### config.mk
export PLATFORM = sky130hd
export DESIGN_NAME = cpr_queue
export DESIGN_NICKNAME = d
export VERILOG_FILES = /design/src/cpr_pkg.sv /design/src/cpr_queue.sv
export VERILOG_INCLUDE_DIRS = /design/src /design/src/src
export SDC_FILE = /design/constraint.sdc
export NUM_CORES = 1
export LEC_CHECK = 0
export ABC_AREA = 1
export BUFFER_PORTS_ARGS = -buffer_cell sky130_fd_sc_hd__buf_4
export CAP_MARGIN = 20
export CORE_MARGIN = 5
export CORE_UTILIZATION = 50
export DETAILED_ROUTE_END_ITERATION = 8
export PLACE_DENSITY = 0.71
export SYNTH_ARGS = -nofsm -noshare
export SYNTH_HDL_FRONTEND = slang
export SYNTH_SLANG_ARGS = --single-unit
### constraint.sdc
create_clock -name clock -period 8.7 [get_ports clock]
set_clock_uncertainty 0.2 [all_clocks]
set_input_delay 1.74 -clock clock [delete_from_list [all_inputs] [get_ports clock]]
set_output_delay 1.74 -clock clock [all_outputs]
set_load 0.03 [all_outputs]
### src/can_chunked_payload_responder_core_assert.svh
// Assertion macros shared by the responder modules.
`ifndef CAN_CHUNKED_PAYLOAD_RESPONDER_CORE_ASSERT_SVH
`define CAN_CHUNKED_PAYLOAD_RESPONDER_CORE_ASSERT_SVH
`ifndef SYNTHESIS
// Check a property on every rising edge outside reset.
`define CPR_ASSERT(label, clk, rst, prop) \
   label: assert property (@(posedge clk) disable iff (rst) (prop)) \
      else $error("responder assertion failed");
// Check that a condition never holds outside reset.
`define CPR_ASSERT_NEVER(label, clk, rst, expr) \
   label: assert property (@(posedge clk) disable iff (rst) !(expr)) \
      else $error("responder condition must never hold");
`else
`define CPR_ASSERT(label, clk, rst, prop)
`define CPR_ASSERT_NEVER(label, clk, rst, expr)
`endif
`endif

### src/cpr_pkg.sv
// Types, frame identifiers and fixed frame contents of the chunked payload responder.
package cpr_pkg;

   localparam int unsigned PAYLOAD_DEPTH_DEFAULT = 1024;
   localparam int unsigned QUEUE_DEPTH           = 4;
   localparam int unsigned QUEUE_PTR_W           = $clog2(QUEUE_DEPTH);

   // Frame identifiers
   localparam logic [28:0] ID_POLL       = 29'h0001_0000;
   localparam logic [28:0] ID_POLL_REPLY = 29'h0002_ABCD;
   localparam logic [28:0] ID_DATA_REQ   = 29'h0014_ABCD;
   localparam logic [28:0] ID_DEVICE     = 29'h001D_ABCD;
   localparam logic [28:0] ID_WRAPPER    = 29'h0025_ABCD;
   localparam logic [28:0] ID_CHUNK      = 29'h000C_ABCD;
   localparam logic [28:0] ID_MODEM      = 29'h001C_ABCD;
   localparam logic [28:0] ID_ACK        = 29'h000B_ABCD;

   localparam logic MODE_LOAD = 1'b1;

   // Counter limits and trigger values
   localparam logic [2:0] EXCHANGE_MAX    = 3'd4;
   localparam logic [2:0] EXCHANGE_DEVICE = 3'd3;
   localparam logic [1:0] ACK_MAX         = 2'd3;
   localparam logic [1:0] ACK_CONFIRM     = 2'd2;
   localparam logic [7:0] CHUNK_COUNT_MAX = 8'hFF;

   // Frame lengths
   localparam logic [3:0] CHUNK_BYTES   = 4'd8;
   localparam logic [3:0] HANDSHAKE_LEN = 4'd8;
   localparam logic [3:0] POLL_LEN      = 4'd1;
   localparam logic [3:0] DEVICE_LEN    = 4'd6;
   localparam logic [3:0] WRAPPER_LEN   = 4'd3;

   // Eight data bytes, element 0 is byte 0
   typedef logic [7:0][7:0] frame_data_type;

   localparam frame_data_type HANDSHAKE_BYTES =
      {8'h9A, 8'h00, 8'h00, 8'h16, 8'h12, 8'h00, 8'h01, 8'h01};
   localparam frame_data_type DEVICE_BYTES =
      {8'h00, 8'h00, 8'h00, 8'h01, 8'h10, 8'h70, 8'h01, 8'h01};
   localparam frame_data_type BEGIN_BYTES =
      {8'h00, 8'h00, 8'h00, 8'h00, 8'h00, 8'h00, 8'h00, 8'h01};
   localparam frame_data_type END_BYTES =
      {8'h00, 8'h00, 8'h00, 8'h00, 8'h00, 8'h01, 8'h00, 8'h01};

   typedef enum logic [1:0] {
      KIND_FRAME   = 2'd0,
      KIND_MODEM   = 2'd1,
      KIND_CONFIRM = 2'd2
   } result_kind_type;

   // Work handed from the classifier to the executing side
   typedef enum logic [3:0] {
      CMD_LOAD,
      CMD_HANDSHAKE,
      CMD_POLL_REPLY,
      CMD_DEVICE,
      CMD_BEGIN,
      CMD_CHUNK,
      CMD_END,
      CMD_MODEM,
      CMD_CONFIRM
   } cmd_code_type;

   typedef struct packed {
      cmd_code_type code;
      logic [10:0]  start;
      logic [3:0]   length;
      logic [9:0]   load_address;
      logic [7:0]   load_byte;
   } cmd_type;

   typedef struct packed {
      result_kind_type kind;
      logic [28:0]     tx_id;
      logic [3:0]      tx_length;
      frame_data_type  tx_data;
   } result_type;

endpackage

### src/cpr_queue.sv
// Short command queue between the classifier and the executing side.
`include "can_chunked_payload_responder_core_assert.svh"

module cpr_queue (
   input  logic             clock,
   input  logic             reset,
   input  logic             push_valid,
   output logic             push_ready,
   input  cpr_pkg::cmd_type push_cmd,
   output logic             pop_valid,
   input  logic             pop_ready,
   output cpr_pkg::cmd_type pop_cmd
);

   localparam int unsigned COUNT_W = $clog2(cpr_pkg::QUEUE_DEPTH + 1);

   cpr_pkg::cmd_type                entry_ff [cpr_pkg::QUEUE_DEPTH];
   logic [cpr_pkg::QUEUE_PTR_W-1:0] wr_ptr_ff, rd_ptr_ff;
   logic [COUNT_W-1:0]              count_ff, count_in;
   logic                            push, pop;

   assign push_ready = (count_ff != COUNT_W'(cpr_pkg::QUEUE_DEPTH));
   assign pop_valid  = (count_ff != '0);
   assign push       = push_valid && push_ready;
   assign pop        = pop_valid && pop_ready;
   assign pop_cmd    = entry_ff[rd_ptr_ff];

   // Track the fill level
   always_comb begin
      count_in = count_ff;
      if (push && !pop) begin
         count_in = count_ff + COUNT_W'(1);
      end else if (pop && !push) begin
         count_in = count_ff - COUNT_W'(1);
      end
   end

   // Advance the pointers
   always_ff @(posedge clock) begin
      if (reset) begin
         wr_ptr_ff <= '0;
         rd_ptr_ff <= '0;
         count_ff  <= '0;
      end else begin
         count_ff <= count_in;
         if (push) begin
            wr_ptr_ff <= wr_ptr_ff + cpr_pkg::QUEUE_PTR_W'(1);
         end
         if (pop) begin
            rd_ptr_ff <= rd_ptr_ff + cpr_pkg::QUEUE_PTR_W'(1);
         end
      end
   end

   // Store the entries
   always_ff @(posedge clock) begin
      if (push) begin
         entry_ff[wr_ptr_ff] <= push_cmd;
      end
   end

   `CPR_ASSERT(a_empty_pointers_meet, clock, reset, count_ff == '0 |-> wr_ptr_ff == rd_ptr_ff)

endmodule

== Yosys cells after proc, flatten, opt, wreduce, memory -nomap -nowiden ==
Memory sizes are Yosys's and may differ from the RTL's. A register that Yosys moved wholly into a read port is not among the register bits.
Cells that the tools add are included.
Word-level totals
  memories: 1
  latch bits: 0
  ROM bits: 0
  bits in registers: 7
  RAM bits: 148
Operators by class
  muxes and demuxes: 6
  reductions and logical operators: 8
  magnitude comparators: 0
  bitwise logic cells: 0
  equal/unequal tests: 1
  $mul: 0
  divide/modulo/power cells: 0
  shift operators: 0
  add/sub/neg operators: 4
Memory list
  entry_ff: words 4, bits a word 37, read ports 1, clocked after memory_dff 1, write ports 1, line cpr_queue.sv:17  | cpr_pkg::cmd_type entry_ff [cpr_pkg::QUEUE_DEPTH];
Operator list (number)
  3-bit two-way mux: 2
  2-bit by 1-bit adder with 2-bit output, second input constant: 2
  1-bit logical AND: 4
  2-bit two-way mux: 2
  3-bit by 1-bit adder with 3-bit output, second input constant: 1
  3-bit != test, second input constant: 1
  3-bit nonzero test: 1
  3-bit by 1-bit subtractor with 3-bit output, second input constant: 1
  1-bit logical NOT: 2
  1-bit two-way mux: 2
  2-bit nonzero test: 1

== Longest topological paths before layout ==
  word-level depth: 6
  gate-level depth with buffers: 13
  gate-level depth less buffers: 13

== Worst setup path after synthesis ==
Ideal clock, no wire load.
  path type: in2reg
  from: input port push_valid
  to: memory entry_ff[0][0] in the netlist's numbering, enable pin
  data arrival time: 3430 ps
  required time: 8069 ps
  setup time: 431 ps
  slack: 4639 ps
  stages: 2
  cells stage by stage: nand2_1 -> nor2_1
Between the ends
  word-level cells in the longest chain between the ends: 3
Ends and longest elaborated chain
  from (decl): line cpr_queue.sv:7  | input logic push_valid,
  1-bit logical AND: line cpr_queue.sv:24  | assign push = push_valid && push_ready;
  1-bit two-way mux: line cpr_queue.sv:57  | if (push) begin
  1-bit two-way mux (implied by the code): line cpr_queue.sv:58  | entry_ff[wr_ptr_ff] <= push_cmd;
  to (decl): line cpr_queue.sv:17
Every way passes these cells.

==> metrics.txt <==
r2r setup slk 6340 ps; Final nets 556; hold_ws 303 ps; Finished Core Util 61.6%; WL final 11800 um; Synthesis Warnings 0; Synth Area in Compound Gates 10.4%; total grt overflow 0; Crit Path Class reg -> out; htree depth 4; cell accounting for the most synthesized area edfxtp_1; Hold Buf Count CTS 0; total CTS buffers 17; global-route usage over all layers 17.1%; Post-Synth Adder-Cell Area 1.38%; IO Port Bufs 79; largest family of logic cells by synthesized area compound AO/OA/AOI/OAI gates; Crit. End Element output port; post-synthesis mux area share 0%; Initial Utilization 50.3%; CTS Sinks 157; worst skew pair latency 410 ps; CORE AREA 11900 sq um; async set or reset register ratio after synthesis 0%; die width 119 um; Worst-Margin Slew 748 ps; post-synthesis simple-gate area fraction 6.94%; Power Total 2.41 mW; # fillers 883; worst hold path class reg -> reg; pin count of the biggest net entering global routing 76; leakage power 2.64 nW; Main synth FF type edfxtp_1; # rows 40; clk root buf clkbuf_16; Final Setup Violations 0; first drt pass iteration count 4; CP required 6760 ps; Max IR drop VDD 0.153 mV; vias per cell 5.35; die area 14200 sq um; mapped cell area 5970 sq um; ANT nets after route 0; P&R area growth vs syn 22.5%; Clock transition at path regs 60 ps; Antenna Cells 0; sequential-to-total area share from yosys stat 77.5%; DRT iter0 DRCs 192; top cells by count, synth edfxtp_1, nor2_1, o21ai_0, o22ai_1, o21ai_1; post_cts resized 0; Yosys reg bits 157; drc violations 0; Synth Area in XOR/XNOR 0.147%; Final GP Congestion 0.745; Mapped Cells 426; count of cell types in the netlist 20; setup tns final 0 ps; Slew Limit Fails 0; post-synthesis net count 473; synth top area cells edfxtp_1, nor2_1, o21ai_0; initial antenna violation count 0; Final Hold Viols 0; Worst Setup Start Kind flip-flop; Setup Slack @ Placement 4480 ps; placed insts 637; EDFF count, synth 148; share of the synthesized area in the top cell type 74.5%; Detailed Place HPWL 6650 um; vias post-DR 3577; Worst Path Arrival 2710 ps; die height 119 um; buffer depth of the longest clock path 2; Post-CTS Setup Bufs 0; Max Fclk 215 MHz; WL per Instance 17.6 um; setup ws final 4050 ps; syn avg cell area 14.0 sq um; first-pass GRT wire length 18400 um; Finished Cell Area 7310 sq um; Final min period 4650 ps; Max FO, Critical Path 75; vias in the first global route 3557; CTS tree done; PwrDens 329 nW/um^2; Max Cap Viol 0; placed cell area 6680 sq um; unrepaired setup endpoints after global routing false; Rel. slew slack 50.1%; fraction of layout cells with a size suffix above 1 23.4%; Final Non-Filler Cells 669; outcome finished, final reports clean; most numerous cell in the Yosys netlist edfxtp_1; period utilization 53.5%; I/O Pins 80
[report_power, final]
group	total, mW	internal, mW	switching (mW)
logic	0.685	0.216	0.469
registers	0.943	0.920	0.0232
clock network	0.778	0.506	0.273
[sequential cells by signal (all words and copies together), names as in the netlist, named ones only]
signal and cells:
rd_ptr_ff 2, count_ff 3, wr_ptr_ff 2, entry_ff 148
[kinds of logic (layout without fill, tap and decap cells)]
family	count (synthesis)	after routing
compound gates	115	115
xor+xnor	1	1
fa+ha+maj	6	6
buf+inv	39	135
flops	157	157
simple gates	108	108
[worst max-delay path: stages, from the launching register on]
cell     delay [ps]
dfxtp_2         310
buf_4           580
inv_2           430
buf_4           410
o21ai_0         250
o22ai_1         110
buf_4           180
[cell usage in the layout (no fill, tap or decap), types with 8 or more instances in the layout]
cell type and n:
clkbuf_16 17, buf_4 87, dfxtp_1 8, nand2_1 15, o21ai_1 28, inv_1 15, o22ai_1 37, o21ai_0 47
edfxtp_1 148, nor2_1 84
[metal layers]
layer,wire length [um],vias up,global-route usage (%)
met5,0,-,0
met4,167,0,6.95
met3,709,11,5.65
met2,5910,94,28.4
met1,4970,1738,20.6
li1,-,1734,-
[cell type report]
type / instances / area [sq um] / share of cell area [%]
clock buffers: 19 / 433 / 5.92
clock inverters: 13 / 195 / 2.67
well taps: 147 / 184 / 2.52
flip-flops and latches: 157 / 4630 / 63.3
repair buffers: 87 / 653 / 8.94
multi-input cells: 230 / 1160 / 15.8
inverters: 16 / 60.1 / 0.822
[worst paths after layout]
path	start	end	depth (start not counted)
min reg2reg	rd_ptr_ff[0]	flip-flop	2
max	flip-flop	pop_cmd[36]	6
max reg2reg	count_ff[1]	count_ff[1]	9
min	rd_ptr_ff[0]	flip-flop	2
Power figures use the tool's default switching activity.
