<file path="src/can_chunked_payload_responder_core_assert.svh">
// Assertion macros shared by the responder modules.
`ifndef CAN_CHUNKED_PAYLOAD_RESPONDER_CORE_ASSERT_SVH
`define CAN_CHUNKED_PAYLOAD_RESPONDER_CORE_ASSERT_SVH
`ifndef SYNTHESIS
// Check a property on every rising edge outside reset.
`define CPR_ASSERT(label, clk, rst, prop) \
   label: assert property (@(posedge clk) disable iff (rst) (prop)) \
      else $error("responder assertion failed");
// Check that a condition never holds outside reset.
`define CPR_ASSERT_NEVER(label, clk, rst, expr) \
   label: assert property (@(posedge clk) disable iff (rst) !(expr)) \
      else $error("responder condition must never hold");
`else
`define CPR_ASSERT(label, clk, rst, prop)
`define CPR_ASSERT_NEVER(label, clk, rst, expr)
`endif
`endif

</file>
<file path="src/cpr_pkg.sv">
// Types, frame identifiers and fixed frame contents of the chunked payload responder.
package cpr_pkg;

   localparam int unsigned PAYLOAD_DEPTH_DEFAULT = 1024;
   localparam int unsigned QUEUE_DEPTH           = 4;
   localparam int unsigned QUEUE_PTR_W           = $clog2(QUEUE_DEPTH);

   // Frame identifiers
   localparam logic [28:0] ID_POLL       = 29'h0001_0000;
   localparam logic [28:0] ID_POLL_REPLY = 29'h0002_ABCD;
   localparam logic [28:0] ID_DATA_REQ   = 29'h0014_ABCD;
   localparam logic [28:0] ID_DEVICE     = 29'h001D_ABCD;
   localparam logic [28:0] ID_WRAPPER    = 29'h0025_ABCD;
   localparam logic [28:0] ID_CHUNK      = 29'h000C_ABCD;
   localparam logic [28:0] ID_MODEM      = 29'h001C_ABCD;
   localparam logic [28:0] ID_ACK        = 29'h000B_ABCD;

   localparam logic MODE_LOAD = 1'b1;

   // Counter limits and trigger values
   localparam logic [2:0] EXCHANGE_MAX    = 3'd4;
   localparam logic [2:0] EXCHANGE_DEVICE = 3'd3;
   localparam logic [1:0] ACK_MAX         = 2'd3;
   localparam logic [1:0] ACK_CONFIRM     = 2'd2;
   localparam logic [7:0] CHUNK_COUNT_MAX = 8'hFF;

   // Frame lengths
   localparam logic [3:0] CHUNK_BYTES   = 4'd8;
   localparam logic [3:0] HANDSHAKE_LEN = 4'd8;
   localparam logic [3:0] POLL_LEN      = 4'd1;
   localparam logic [3:0] DEVICE_LEN    = 4'd6;
   localparam logic [3:0] WRAPPER_LEN   = 4'd3;

   // Eight data bytes, element 0 is byte 0
   typedef logic [7:0][7:0] frame_data_type;

   localparam frame_data_type HANDSHAKE_BYTES =
      {8'h9A, 8'h00, 8'h00, 8'h16, 8'h12, 8'h00, 8'h01, 8'h01};
   localparam frame_data_type DEVICE_BYTES =
      {8'h00, 8'h00, 8'h00, 8'h01, 8'h10, 8'h70, 8'h01, 8'h01};
   localparam frame_data_type BEGIN_BYTES =
      {8'h00, 8'h00, 8'h00, 8'h00, 8'h00, 8'h00, 8'h00, 8'h01};
   localparam frame_data_type END_BYTES =
      {8'h00, 8'h00, 8'h00, 8'h00, 8'h00, 8'h01, 8'h00, 8'h01};

   typedef enum logic [1:0] {
      KIND_FRAME   = 2'd0,
      KIND_MODEM   = 2'd1,
      KIND_CONFIRM = 2'd2
   } result_kind_type;

   // Work handed from the classifier to the executing side
   typedef enum logic [3:0] {
      CMD_LOAD,
      CMD_HANDSHAKE,
      CMD_POLL_REPLY,
      CMD_DEVICE,
      CMD_BEGIN,
      CMD_CHUNK,
      CMD_END,
      CMD_MODEM,
      CMD_CONFIRM
   } cmd_code_type;

   typedef struct packed {
      cmd_code_type code;
      logic [10:0]  start;
      logic [3:0]   length;
      logic [9:0]   load_address;
      logic [7:0]   load_byte;
   } cmd_type;

   typedef struct packed {
      result_kind_type kind;
      logic [28:0]     tx_id;
      logic [3:0]      tx_length;
      frame_data_type  tx_data;
   } result_type;

endpackage

</file>
<file path="src/cpr_front.sv">
// Front end: configuration register, frame classification and exchange counters.
`include "can_chunked_payload_responder_core_assert.svh"

module cpr_front #(
   parameter int unsigned PAYLOAD_DEPTH = cpr_pkg::PAYLOAD_DEPTH_DEFAULT
) (
   input  logic             clock,
   input  logic             reset,
   input  logic             csr_valid,
   output logic             csr_ready,
   input  logic [10:0]      csr_payload_length,
   input  logic             req_valid,
   output logic             req_ready,
   input  logic             req_mode,
   input  logic [28:0]      req_frame_id,
   input  logic [7:0]       req_first_data_byte,
   input  logic [7:0]       req_second_data_byte,
   input  logic [9:0]       req_load_address,
   input  logic [7:0]       req_load_byte,
   output logic             push_valid,
   input  logic             push_ready,
   output cpr_pkg::cmd_type push_cmd
);

   logic [10:0] payload_length_ff;
   logic [2:0]  exchange_count_ff, exchange_count_in;
   logic [7:0]  chunk_count_ff, chunk_count_in;
   logic [10:0] bytes_sent_ff, bytes_sent_in;
   logic [1:0]  ack_count_ff, ack_count_in;

   logic        accept;
   logic [10:0] length_cap;
   logic [8:0]  last_chunk;
   logic [8:0]  end_chunk;
   logic [8:0]  chunk_wide;
   logic [10:0] remain;
   logic [3:0]  chunk_len;
   logic [2:0]  exchange_next;
   logic [7:0]  chunk_next;
   logic [1:0]  ack_next;

   assign csr_ready = 1'b1;
   assign req_ready = push_ready;
   assign accept    = req_valid && push_ready;

   // Hold the payload length register
   always_ff @(posedge clock) begin
      if (reset) begin
         payload_length_ff <= '0;
      end else if (csr_valid) begin
         payload_length_ff <= csr_payload_length;
      end
   end

   // Chunk sizing from the capped length
   always_comb begin
      length_cap = (32'(payload_length_ff) > PAYLOAD_DEPTH) ? 11'(PAYLOAD_DEPTH)
                                                            : payload_length_ff;
      last_chunk = {1'b0, length_cap[10:3]} + 9'd1;
      end_chunk  = last_chunk + 9'd1;
      chunk_wide = {1'b0, chunk_count_ff};
      remain     = length_cap - bytes_sent_ff;
      if (bytes_sent_ff >= length_cap) begin
         chunk_len = '0;
      end else if (remain > 11'(cpr_pkg::CHUNK_BYTES)) begin
         chunk_len = cpr_pkg::CHUNK_BYTES;
      end else begin
         chunk_len = remain[3:0];
      end
      exchange_next = (exchange_count_ff == cpr_pkg::EXCHANGE_MAX) ? exchange_count_ff
                                                                   : exchange_count_ff + 3'd1;
      chunk_next    = (chunk_count_ff == cpr_pkg::CHUNK_COUNT_MAX) ? chunk_count_ff
                                                                   : chunk_count_ff + 8'd1;
      ack_next      = (ack_count_ff == cpr_pkg::ACK_MAX) ? ack_count_ff : ack_count_ff + 2'd1;
   end

   // Classify the beat and advance the counters
   always_comb begin
      exchange_count_in     = exchange_count_ff;
      chunk_count_in        = chunk_count_ff;
      bytes_sent_in         = bytes_sent_ff;
      ack_count_in          = ack_count_ff;
      push_valid            = 1'b0;
      push_cmd.code         = cpr_pkg::CMD_LOAD;
      push_cmd.start        = bytes_sent_ff;
      push_cmd.length       = chunk_len;
      push_cmd.load_address = req_load_address;
      push_cmd.load_byte    = req_load_byte;
      if (accept) begin
         if (req_mode == cpr_pkg::MODE_LOAD) begin
            push_valid = (32'(req_load_address) < PAYLOAD_DEPTH);
         end else if (req_frame_id == cpr_pkg::ID_POLL) begin
            push_valid        = 1'b1;
            push_cmd.code     = (exchange_count_ff == '0) ? cpr_pkg::CMD_HANDSHAKE
                                                          : cpr_pkg::CMD_POLL_REPLY;
            exchange_count_in = exchange_next;
         end else if (req_frame_id == cpr_pkg::ID_DATA_REQ) begin
            if (exchange_count_ff == cpr_pkg::EXCHANGE_DEVICE) begin
               push_valid    = 1'b1;
               push_cmd.code = cpr_pkg::CMD_DEVICE;
            end else if (exchange_count_ff == cpr_pkg::EXCHANGE_MAX
                         && chunk_count_ff == '0) begin
               push_valid     = 1'b1;
               push_cmd.code  = cpr_pkg::CMD_BEGIN;
               chunk_count_in = chunk_next;
            end else if (exchange_count_ff == cpr_pkg::EXCHANGE_MAX
                         && chunk_wide <= last_chunk) begin
               push_valid     = 1'b1;
               push_cmd.code  = cpr_pkg::CMD_CHUNK;
               bytes_sent_in  = bytes_sent_ff + 11'(chunk_len);
               chunk_count_in = chunk_next;
            end else if (chunk_wide == end_chunk) begin
               push_valid     = 1'b1;
               push_cmd.code  = cpr_pkg::CMD_END;
               chunk_count_in = chunk_next;
            end
            exchange_count_in = exchange_next;
         end else if (req_frame_id == cpr_pkg::ID_MODEM && req_first_data_byte == 8'd0
                      && req_second_data_byte == 8'd0) begin
            push_valid    = 1'b1;
            push_cmd.code = cpr_pkg::CMD_MODEM;
         end else if (req_frame_id == cpr_pkg::ID_ACK) begin
            ack_count_in = ack_next;
            if (ack_next == cpr_pkg::ACK_CONFIRM) begin
               push_valid    = 1'b1;
               push_cmd.code = cpr_pkg::CMD_CONFIRM;
            end
         end
      end
   end

   // Hold the exchange counters
   always_ff @(posedge clock) begin
      if (reset) begin
         exchange_count_ff <= '0;
         chunk_count_ff    <= '0;
         bytes_sent_ff     <= '0;
         ack_count_ff      <= '0;
      end else begin
         exchange_count_ff <= exchange_count_in;
         chunk_count_ff    <= chunk_count_in;
         bytes_sent_ff     <= bytes_sent_in;
         ack_count_ff      <= ack_count_in;
      end
   end

   `CPR_ASSERT(a_chunks_follow_device_id, clock, reset, chunk_count_ff != 8'd0 |-> exchange_count_ff == cpr_pkg::EXCHANGE_MAX)

endmodule

</file>
<file path="config.mk">
export PLATFORM = sky130hd
export DESIGN_NAME = cpr_front
export DESIGN_NICKNAME = d
export VERILOG_FILES = /design/src/cpr_pkg.sv /design/src/cpr_front.sv
export VERILOG_INCLUDE_DIRS = /design/src /design/src/src
export SDC_FILE = /design/constraint.sdc
export NUM_CORES = 1
export LEC_CHECK = 0
export BUFFER_PORTS_ARGS = -buffer_cell sky130_fd_sc_hd__buf_2
export CORE_MARGIN = 2
export CORE_UTILIZATION = 35
export CTS_CLUSTER_SIZE = 30
export DETAILED_ROUTE_END_ITERATION = 10
export GPL_TIMING_DRIVEN = 0
export PLACE_DENSITY_LB_ADDON = 0.05
export SLEW_MARGIN = 20
export SYNTH_ARGS = -nofsm -noshare
export SYNTH_HDL_FRONTEND = slang
export SYNTH_SLANG_ARGS = --single-unit
</file>
<file path="constraint.sdc">
create_clock -name clock -period 7.9 [get_ports clock]
set_input_delay 0.79 -clock clock [delete_from_list [all_inputs] [get_ports clock]]
set_output_delay 0.79 -clock clock [all_outputs]
set_load 0.01 [all_outputs]
</file>
## Word-level counts from Yosys, hierarchy flattened

Index checks and enable logic that the tools add are counted.

- Register bits after elaboration: 35
- Bits in latches: 0
- RAM bits: 0
- ROM bits: 0
- Output and inout bits: 40
- Word-level logic and storage cells: 81
- Memories: 0

- Add/sub/neg operators: 7
- $mul: 0
- Divide/modulo/power cells: 0
- Order comparisons: 4
- Eq/ne operators: 10
- Shift operators: 0
- Multiplexer cells: 34
- Bitwise logic cells: 6
- Reduce and logical (&&, ||, !) cells: 15

Operators by type and width:

| kind | number |
|---|---|
| 29-bit by 21-bit == test with 1-bit output, second input constant | 2 |
| 4-bit two-way mux | 9 |
| 8-bit two-way mux | 4 |
| 29-bit by 17-bit == test with 1-bit output, second input constant | 1 |
| 29-bit by 20-bit == test with 1-bit output, second input constant | 1 |
| 8-bit logical NOT | 3 |
| 3-bit two-way mux | 7 |
| 6-bit AND reduction | 2 |
| 11-bit by 4-bit adder with 11-bit output | 1 |
| 11-bit greater-or-equal comparator | 1 |
| 11-bit greater-than comparator, second input constant | 1 |
| 11-bit by 4-bit greater-than comparator with 1-bit output, second input constant | 1 |
| 1-bit two-way mux | 11 |
| 11-bit two-way mux | 1 |
| 11-bit subtractor | 1 |
| 8-bit by 1-bit adder with 9-bit output, second input constant | 1 |
| 9-bit by 1-bit adder with 9-bit output, second input constant | 1 |
| 8-bit by 9-bit == test with 1-bit output | 1 |
| 8-bit by 9-bit <= comparator with 1-bit output | 1 |
| 8-bit by 1-bit adder with 8-bit output, second input constant | 1 |
| 8-bit == test, second input constant | 1 |
| 7-bit AND reduction | 1 |
| 1-bit NOT | 6 |
| 1-bit logical AND | 5 |
| 10 further kinds | 12 |

## Longest topological paths before layout

Gate-level depths: netlist of the first run.

- Depth in word-level cells: 13
- Mapped depth: 23
- Mapped depth without buffers: 21

## Worst setup path after synthesis of the first run

No wires, ideal clock.

- Kind: reg-to-reg
- From: register payload_length_ff[10]
- To: register bytes_sent_ff[10]
- Arrival: 5.105 ns
- Data required time: 7.779 ns
- Slack: 2.675 ns
- Stages on the path, launching flop included: 24
- Buffers on the path: 2
- Period minus slack after synthesis: 5.225 ns
- Cells stage by stage: dfxtp_1 -> clkbuf_1 -> buf_2 -> nand2b_1 -> ha_1 -> inv_1 -> fa_1 -> a21o_1 -> a21oi_1 -> o21ai_0 -> a21oi_1 -> mux2i_1 -> a211oi_1 -> o21ai_0 -> a2111oi_0 -> ha_1 -> inv_1 -> fa_1 -> nor2b_1 -> o21ai_0 -> nand2b_1 -> nand4_1 -> nor3_1 -> mux2_2

RTL lines:

| what | RTL line | source |
|---|---|---|
| from (decl) | cpr_front.sv:25 | `logic [10:0] payload_length_ff;` |
| from (signal assigned) | cpr_front.sv:51 | `payload_length_ff <= csr_payload_length;` |
| to (signal assigned) | cpr_front.sv:142 | `bytes_sent_ff <= bytes_sent_in;` |
| to (decl) | cpr_front.sv:28 | `logic [10:0] bytes_sent_ff, bytes_sent_in;` |

## Worst setup path after layout of the first run

- From: register payload_length_ff[10]
- To: register bytes_sent_ff[10]

- Word-level cells in the longest chain between the ends: 7
- Elaborated cells on any way between the ends: 12

Ends and longest elaborated chain:

| what | RTL line | source |
|---|---|---|
| 11-bit greater-than comparator | cpr_front.sv:57 | `length_cap = (32'(payload_length_ff) > PAYLOAD_DEPTH) ? 11'(PAYLOAD_DEPTH)` |
| 11-bit two-way mux (*) | cpr_front.sv:57 |  |
| 11-bit subtractor | cpr_front.sv:62 | `remain = length_cap - bytes_sent_ff;` |
| 11-bit by 4-bit greater-than comparator with 1-bit output | cpr_front.sv:65 | `end else if (remain > 11'(cpr_pkg::CHUNK_BYTES)) begin` |
| 4-bit two-way mux | cpr_front.sv:65 |  |
| 4-bit two-way mux | cpr_front.sv:63 | `if (bytes_sent_ff >= length_cap) begin` |
| 11-bit by 4-bit adder with 11-bit output | cpr_front.sv:110 | `bytes_sent_in = bytes_sent_ff + 11'(chunk_len);` |

Mark *: on every way between the ends. The rest lies on a longest branch, timed or not.
A chain may end at the register's enable or synchronous reset.

==> impl_metrics.tcl, run 1 <==
set metrics [dict create \
    status "finished, final reports clean" \
    cts_setup_buffers 0 \
    tightestPinTransition_ns 0.8922 \
    crit_path_start "payload_length_ff[10]" \
    rows 36 \
    drv_cap 0 \
    num_antenna_cells 0 \
    cp_max_fo 10 \
    multiInputGateArea_sq_um 2472 \
    grt_pass1_wl_um 16120 \
    first_iter_violations 104 \
    grt.overflow.total 0 \
    synth_cells 451 \
    worstPathArrival_ns 5.88 \
    crit_chain "clkbuf_1 > buf_2 > nand2b_1 > ha_1 > inv_1 > fa_1 > a21o_1 > a21oi_1 > o21ai_0 > a21oi_1 > mux2i_1 > a211oi_1 > o21ai_0 > a2111oi_0 > ha_1 > inv_1 > fa_1 > nor2b_1 > o21ai_0 > nand2b_1 > nand4_1 > nor3_1 > mux2_2" \
    irDropWorstVdd_uv 63.67 \
    timing.rr.start "payload_length_ff[10]" \
    grt_pass1_vias 3398 \
    clockBufferDepth 2 \
    slew-limit-headroom 0.4037 \
    rrSetupSlack_ns 2.20 \
    cts_buffers 5 \
    max_freq_ghz 0.1754 \
    rsz0062_at_grt "no" \
    synthesis.area_sq_um 3482 \
    ios 120 \
    root_buffer "clkbuf_8" \
    power_frac_seq 0.382 \
    cts_hold_buf 0 \
    cts_tree "yes" \
    cts-htree-levels 2 \
    drc 0 \
    cp-end-kind "flip-flop" \
    cts_sinks 35 \
    syn_avg_cell_area_sq_um 7.721 \
    final_common_cell "buf_2" \
    dp_slack_ns 2.257 \
    cp-start-kind "flip-flop" \
    timing.final.max_slew_violations 0 \
    setup-tns-final_ns 0 \
    p_int_mw 0.3435 \
    power_leakage_nw 1.866 \
    routed_wl_um 9559 \
    vias 3585 \
    cpMostUsedCell "o21ai_0" \
    drive_gt1_frac 0.2719 \
    seq_area_frac_synth 0.2012 \
    die_w_um 103.7 \
    clk_pin_slew_ns 0.08 \
    p_comb_frac 0.266 \
    dr.pass1.iters 6 \
    clkPwrFrac 0.352 \
    grt_max_degree 12 \
    swShare 0.2883 \
    start_util 0.3579 \
    setup_viol 0 \
    reg2reg_depth 23 \
    wire_per_inst_um 13.81 \
    post_cts_resized 0 \
    synth_edf_count 0 \
    powerDensity_nw_per_um2 113.1 \
    via_per_inst 5.181 \
    hold-worst-slack_ns 0.4735 \
    final_nets 671 \
    nFillCells 1036 \
    yosys_warnings 0 \
    async_flop_share 0 \
    synthDistinctLibCells 59 \
    crit_required_ns 8.08 \
    crit_type "flip-flop to flip-flop" \
    synth_nets 564 \
    slowest_delay_ns 0.56 \
    die_h_um 103.7 \
    grtUsageTotal 0.1779 \
    areaGrowthSynthToFinish_pct 22.57 \
    hpwlAfterDp_um 7916 \
    finalCritPeriodShare 0.7216 \
    timing.rr.end "bytes_sent_ff[10]" \
    crit_path_top_delay_cell "a2111oi_0" \
    port_buffers 100 \
    finalHoldViolCount 0 \
    ys_ff_latch 35 \
    worst_slack_ns 2.199 \
    design.die.area_sq_um 10760 \
    hold_class "flip-flop to flip-flop" \
    antenna_found_initial 0 \
    ys.flop_type "dfxtp_1" \
    endpoint "bytes_sent_ff[10]" \
    postRouteAntennaNets 0 \
    core_sq_um 9729 \
    skew_ns 0.01064 \
    netSwitchingPower_mw 0.1392 \
    fin_crit_ns 5.701 \
    clk_latency_ns 0.29 \
    layout_common_cells "buf_2 (102), nor2_1 (50), dfxtp_1 (35), inv_1 (31), ha_1 (31)" \
    gp_congestion 0.7927 \
    seqCellArea_sq_um 700.7 \
]
power by group through the flow:
stage                     Sequential [mW]  Combinational (mW)  Clock (mW)
final                               0.185               0.128       0.170
after global routing                0.185               0.144       0.181
after CTS                           0.184               0.128       0.177
after detailed placement            0.189               0.128           0
after global placement              0.189               0.127           0
after floorplan                     0.187              0.0876           0
worst max-delay path: cells and delay by family (launching register included):
kind | cells | cell delay [ns]
AND/OR/NAND/NOR | 5 | 0.85
buffers and inverters | 4 | 0.77
flip-flops | 1 | 0.33
AO/OA/AOI/OAI | 8 | 1.97
adder cells (fa/ha/maj) | 4 | 1.25
multiplexers | 2 | 0.45
how the worst min path moves through the flow:
stage                               start               to  depth (start not counted)  slack [ns]
after global placement    ack_count_ff[1]  ack_count_ff[1]                          2        0.45
after CTS                 ack_count_ff[1]  ack_count_ff[1]                          2        0.48
after global routing      ack_count_ff[1]  ack_count_ff[1]                          2        0.50
final                     ack_count_ff[1]  ack_count_ff[1]                          2        0.47
after detailed placement  ack_count_ff[1]  ack_count_ff[1]                          2        0.46
after floorplan           ack_count_ff[1]  ack_count_ff[1]                          2        0.43
per-layer routing:
metal,track usage,share of wire,vias to the layer above
met5,0,0,-
met2,0.3051,0.46,105
met4,0.02606,0.0031,0
li1,-,-,1851
met3,0.03713,0.050,2
met1,0.2354,0.48,1627
cells in the mapped netlist, drive strengths merged (2+ instances only):
| library cell | n | area share |
|---|---|---|
| and2 | 2 | 0.0036 |
| xnor2 | 11 | 0.028 |
| dfxtp | 35 | 0.20 |
| inv | 31 | 0.033 |
| a211oi | 3 | 0.0065 |
| o211a | 3 | 0.0086 |
| and4 | 4 | 0.010 |
| nand4 | 14 | 0.025 |
| or3 | 10 | 0.018 |
| fa | 2 | 0.011 |
| a21oi | 23 | 0.033 |
| nor4 | 20 | 0.036 |
| o21ai | 24 | 0.034 |
| nand3 | 14 | 0.022 |
| a2111oi | 2 | 0.0050 |
| nor2 | 50 | 0.054 |
| nor4bb | 2 | 0.0057 |
| and3 | 2 | 0.0036 |
| ha | 31 | 0.11 |
| a21boi | 3 | 0.0065 |
| a31oi | 3 | 0.0054 |
| o22ai | 2 | 0.0036 |
| xor2 | 2 | 0.0050 |
| buf | 24 | 0.048 |
| or4 | 7 | 0.016 |
| o211ai | 2 | 0.0043 |
| or2 | 6 | 0.011 |
| nor4b | 4 | 0.010 |
| clkbuf | 7 | 0.0075 |
| o41ai | 2 | 0.010 |
| a221oi | 2 | 0.0050 |
| mux2 | 7 | 0.023 |
| o21a | 7 | 0.015 |
| o31ai | 3 | 0.0065 |
| nand2 | 20 | 0.022 |
| nand2b | 7 | 0.013 |
| or3b | 2 | 0.0050 |
| mux2i | 17 | 0.049 |
| a21o | 3 | 0.0065 |
| nor2b | 11 | 0.020 |
| nor3 | 15 | 0.022 |
flip-flops by register name (all words and copies together), names as in the netlist:
register and flops:
exchange_count_ff 3, ack_count_ff 2, payload_length_ff 11, chunk_count_ff 8
bytes_sent_ff 11
cell families after synthesis:
| group | Yosys count | synth area share |
|---|---|---|
| compound gates | 89 | 0.1728 |
| xor+xnor | 14 | 0.03917 |
| fa+ha+maj | 33 | 0.1229 |
| buf+inv | 62 | 0.08911 |
| flops | 35 | 0.2012 |
| mux | 24 | 0.07151 |
| other cells | 1 | 0.001077 |
| simple gates | 193 | 0.3022 |
stage by stage:
stage | power (mW) | area (sq um) | cells | utilization
floorplan | 0.2745 | 3482 | 451 | -
global placement | 0.3158 | 4149 | 684 | 0.4264
detailed placement | 0.3166 | 4150 | 684 | 0.4266
CTS | 0.4901 | 4268 | 692 | 0.4387
global route | 0.5106 | 4268 | 692 | 0.4387
finish | 0.4826 | 4268 | 692 | 0.4387
layout make-up:
class | count | share of cell area
clock buffer | 6 | 0.01935
inverter | 31 | 0.02726
multi-input combinational | 354 | 0.5793
timing repair buffer | 100 | 0.1173
clock inverter | 2 | 0.008209
sequential | 35 | 0.1642
tap | 133 | 0.03899
buffer | 31 | 0.04544
No activity file was read; power rests on OpenSTA's default activity.
==> run 2, diff against run 1 <==
==> constraint.sdc (replaced) <==
create_clock -name clock -period 4.85 [get_ports clock]
set_input_delay 0.485 -clock clock [delete_from_list [all_inputs] [get_ports clock]]
set_output_delay 0.485 -clock clock [all_outputs]
set_load 0.01 [all_outputs]
==> impl_metrics.tcl, run 2 (same netlist as run 1, synthesis figures left out) <==
set metrics [dict create \
    root_buffer "clkbuf_8" \
    num_antenna_cells 0 \
    tightestPinTransition_ns 0.9458 \
    hold-worst-slack_ns 0.4271 \
    cp-start-kind "flip-flop" \
    hpwlAfterDp_um 7976 \
    areaGrowthSynthToFinish_pct 25.73 \
    powerDensity_nw_per_um2 172.6 \
    multiInputGateArea_sq_um 2550 \
    wire_per_inst_um 14.11 \
    cts-htree-levels 2 \
    grt_pass1_wl_um 15950 \
    drv_cap 0 \
    via_per_inst 5.257 \
    min_from "csr_payload_length[1]" \
    first_iter_violations 90 \
    rows 36 \
    cts_tree "yes" \
    reg2reg_depth 19 \
    crit_family "compound AO/OA/AOI/OAI gates" \
    rrSetupSlack_ns 0.23 \
    worst_slack_ns 0.2290 \
    grt_pass1_vias 3368 \
    clockBufferDepth 2 \
    irDropWorstVdd_uv 85.10 \
    nFillCells 1032 \
    setup_viol 0 \
    postRouteAntennaNets 0 \
    path_buf_inv 3 \
    cts_buffers 5 \
    skew_ns 0.004327 \
    finalCritPeriodShare 0.9528 \
    grt_max_degree 12 \
    crit_type "flip-flop to flip-flop" \
    cp_max_fo 10 \
    layout_common_cells "buf_2 (101), nor2_1 (50), dfxtp_1 (34), inv_1 (31), ha_1 (29)" \
    cts_hold_buf 0 \
    top_regs "bytes_sent_ff x11, payload_length_ff x11, chunk_count_ff x8" \
    final_common_cell "buf_2" \
    design.die.area_sq_um 10760 \
    ios 120 \
    grtUsageTotal 0.1785 \
    drc 0 \
    timing.rr.end "bytes_sent_ff[8]" \
    dp_slack_ns -0.5578 \
    start_util 0.3579 \
    crit_path_top_delay_cell "dfxtp_4" \
    clk_latency_ns 0.29 \
    gp_congestion 0.8102 \
    crit_required_ns 5.04 \
    fin_util 0.4500 \
    slew-limit-headroom 0.3679 \
    finalHoldViolCount 0 \
    antenna_found_initial 0 \
    power_leakage_nw 1.893 \
    final_nets 677 \
    clk_pin_slew_ns 0.08 \
    die_h_um 103.7 \
    post-route-cell-area_sq_um 4378 \
    cpMostUsedCell "inv_1" \
    hold_class "input pin to flip-flop" \
    routed_wl_um 9833 \
    cts_sinks 35 \
    cp-end-kind "flip-flop" \
    placed_area_sq_um 4156 \
    crit_chain "buf_8 > or2b_1 > inv_1 > ha_1 > a21boi_1 > o221a_2 > or3_1 > a211oi_2 > o21ai_2 > a2111oi_4 > ha_2 > inv_1 > fa_2 > nor2b_1 > o21ai_0 > nand2b_1 > nand4_1 > nor3_2 > mux2_2" \
    min_to "payload_length_ff[1]" \
    seqCellArea_sq_um 704.4 \
    hold-path-cell-count 3 \
    vias 3664 \
    max_freq_ghz 0.2164 \
    worstPathArrival_ns 4.81 \
    status "finished, final reports clean" \
    port_buffers 100 \
    timing.rr.start "payload_length_ff[10]" \
    die_w_um 103.7 \
    grt.overflow.total 0 \
    slowest_delay_ns 0.37 \
    timing.final.max_slew_violations 0 \
    drive_gt1_frac 0.3050 \
    dr.pass1.iters 4 \
    finalPower_mw 0.7554 \
    core_sq_um 9729 \
    fin_crit_ns 4.621 \
]
-- run 2: cell types whose count changed in the layout (fill, tap and decap cells not counted), sizes merged --
cell,before,now
clkbuf,13,12
bufinv,1,0
buf,124,131
-- run 2: worst max path at each step --
stage,startpoint,to,slack [ns],depth (start not counted)
2_1_floorplan,payload_length_ff[10],bytes_sent_ff[10],0.06,23
6_report,payload_length_ff[10],bytes_sent_ff[8],0.23,19
5_1_grt,payload_length_ff[10],bytes_sent_ff[8],-0.02,19
4_1_cts,payload_length_ff[10],push_cmd[35],0.03,17
3_5_place_dp,payload_length_ff[10],bytes_sent_ff[8],-0.56,23
3_3_place_gp,payload_length_ff[10],bytes_sent_ff[10],-0.64,23
-- run 2: worst min-delay path, delay by kind of cell --
kind	cells	cell delay (ns)
buffers and inverters	1	0.07
multiplexers	1	0.05
AND/OR/NAND/NOR	1	0.07
-- run 2: routing by layer --
layer  global-route usage  wire length, um
met1               0.2325             4675
met2               0.2956             4369
met3              0.04028              598
met4              0.05212              188
met5                    0                0
-- run 2: cell type report --
| class | instances | area share |
|---|---|---|
| Inverter | 31 | 0.02658 |
| Tap cell | 133 | 0.03801 |
| Clock inverter | 1 | 0.001143 |
| Sequential cell | 35 | 0.1609 |
| Multi-Input combinational cell | 354 | 0.5825 |
| Clock buffer | 6 | 0.01886 |
| Timing Repair Buffer | 107 | 0.1263 |
| Buffer | 30 | 0.04573 |
-- run 2: what timing repair did --
action,4_1_cts,5_1_grt
pin swaps,1,8
gates resized for setup,8,15
buffers inserted,1,6
setup endpoints to repair,9,6
hold endpoints to repair,0,0
-- run 2: power breakdown --
part	switching (mW)	total, mW	leakage [nW]	internal (mW)
logic	0.117	0.225	1.56	0.108
registers	0.00940	0.302	0.285	0.292
clock network	0.117	0.229	0.0470	0.112
total	0.243	0.755	1.89	0.512
-- run 2: through the flow --
step,std cells,setup TNS [ns]
after floorplan,451,0
after global placement,684,-2.348
after detailed placement,684,-1.875
after CTS,691,0
after global routing,697,-0.03268
final,697,0
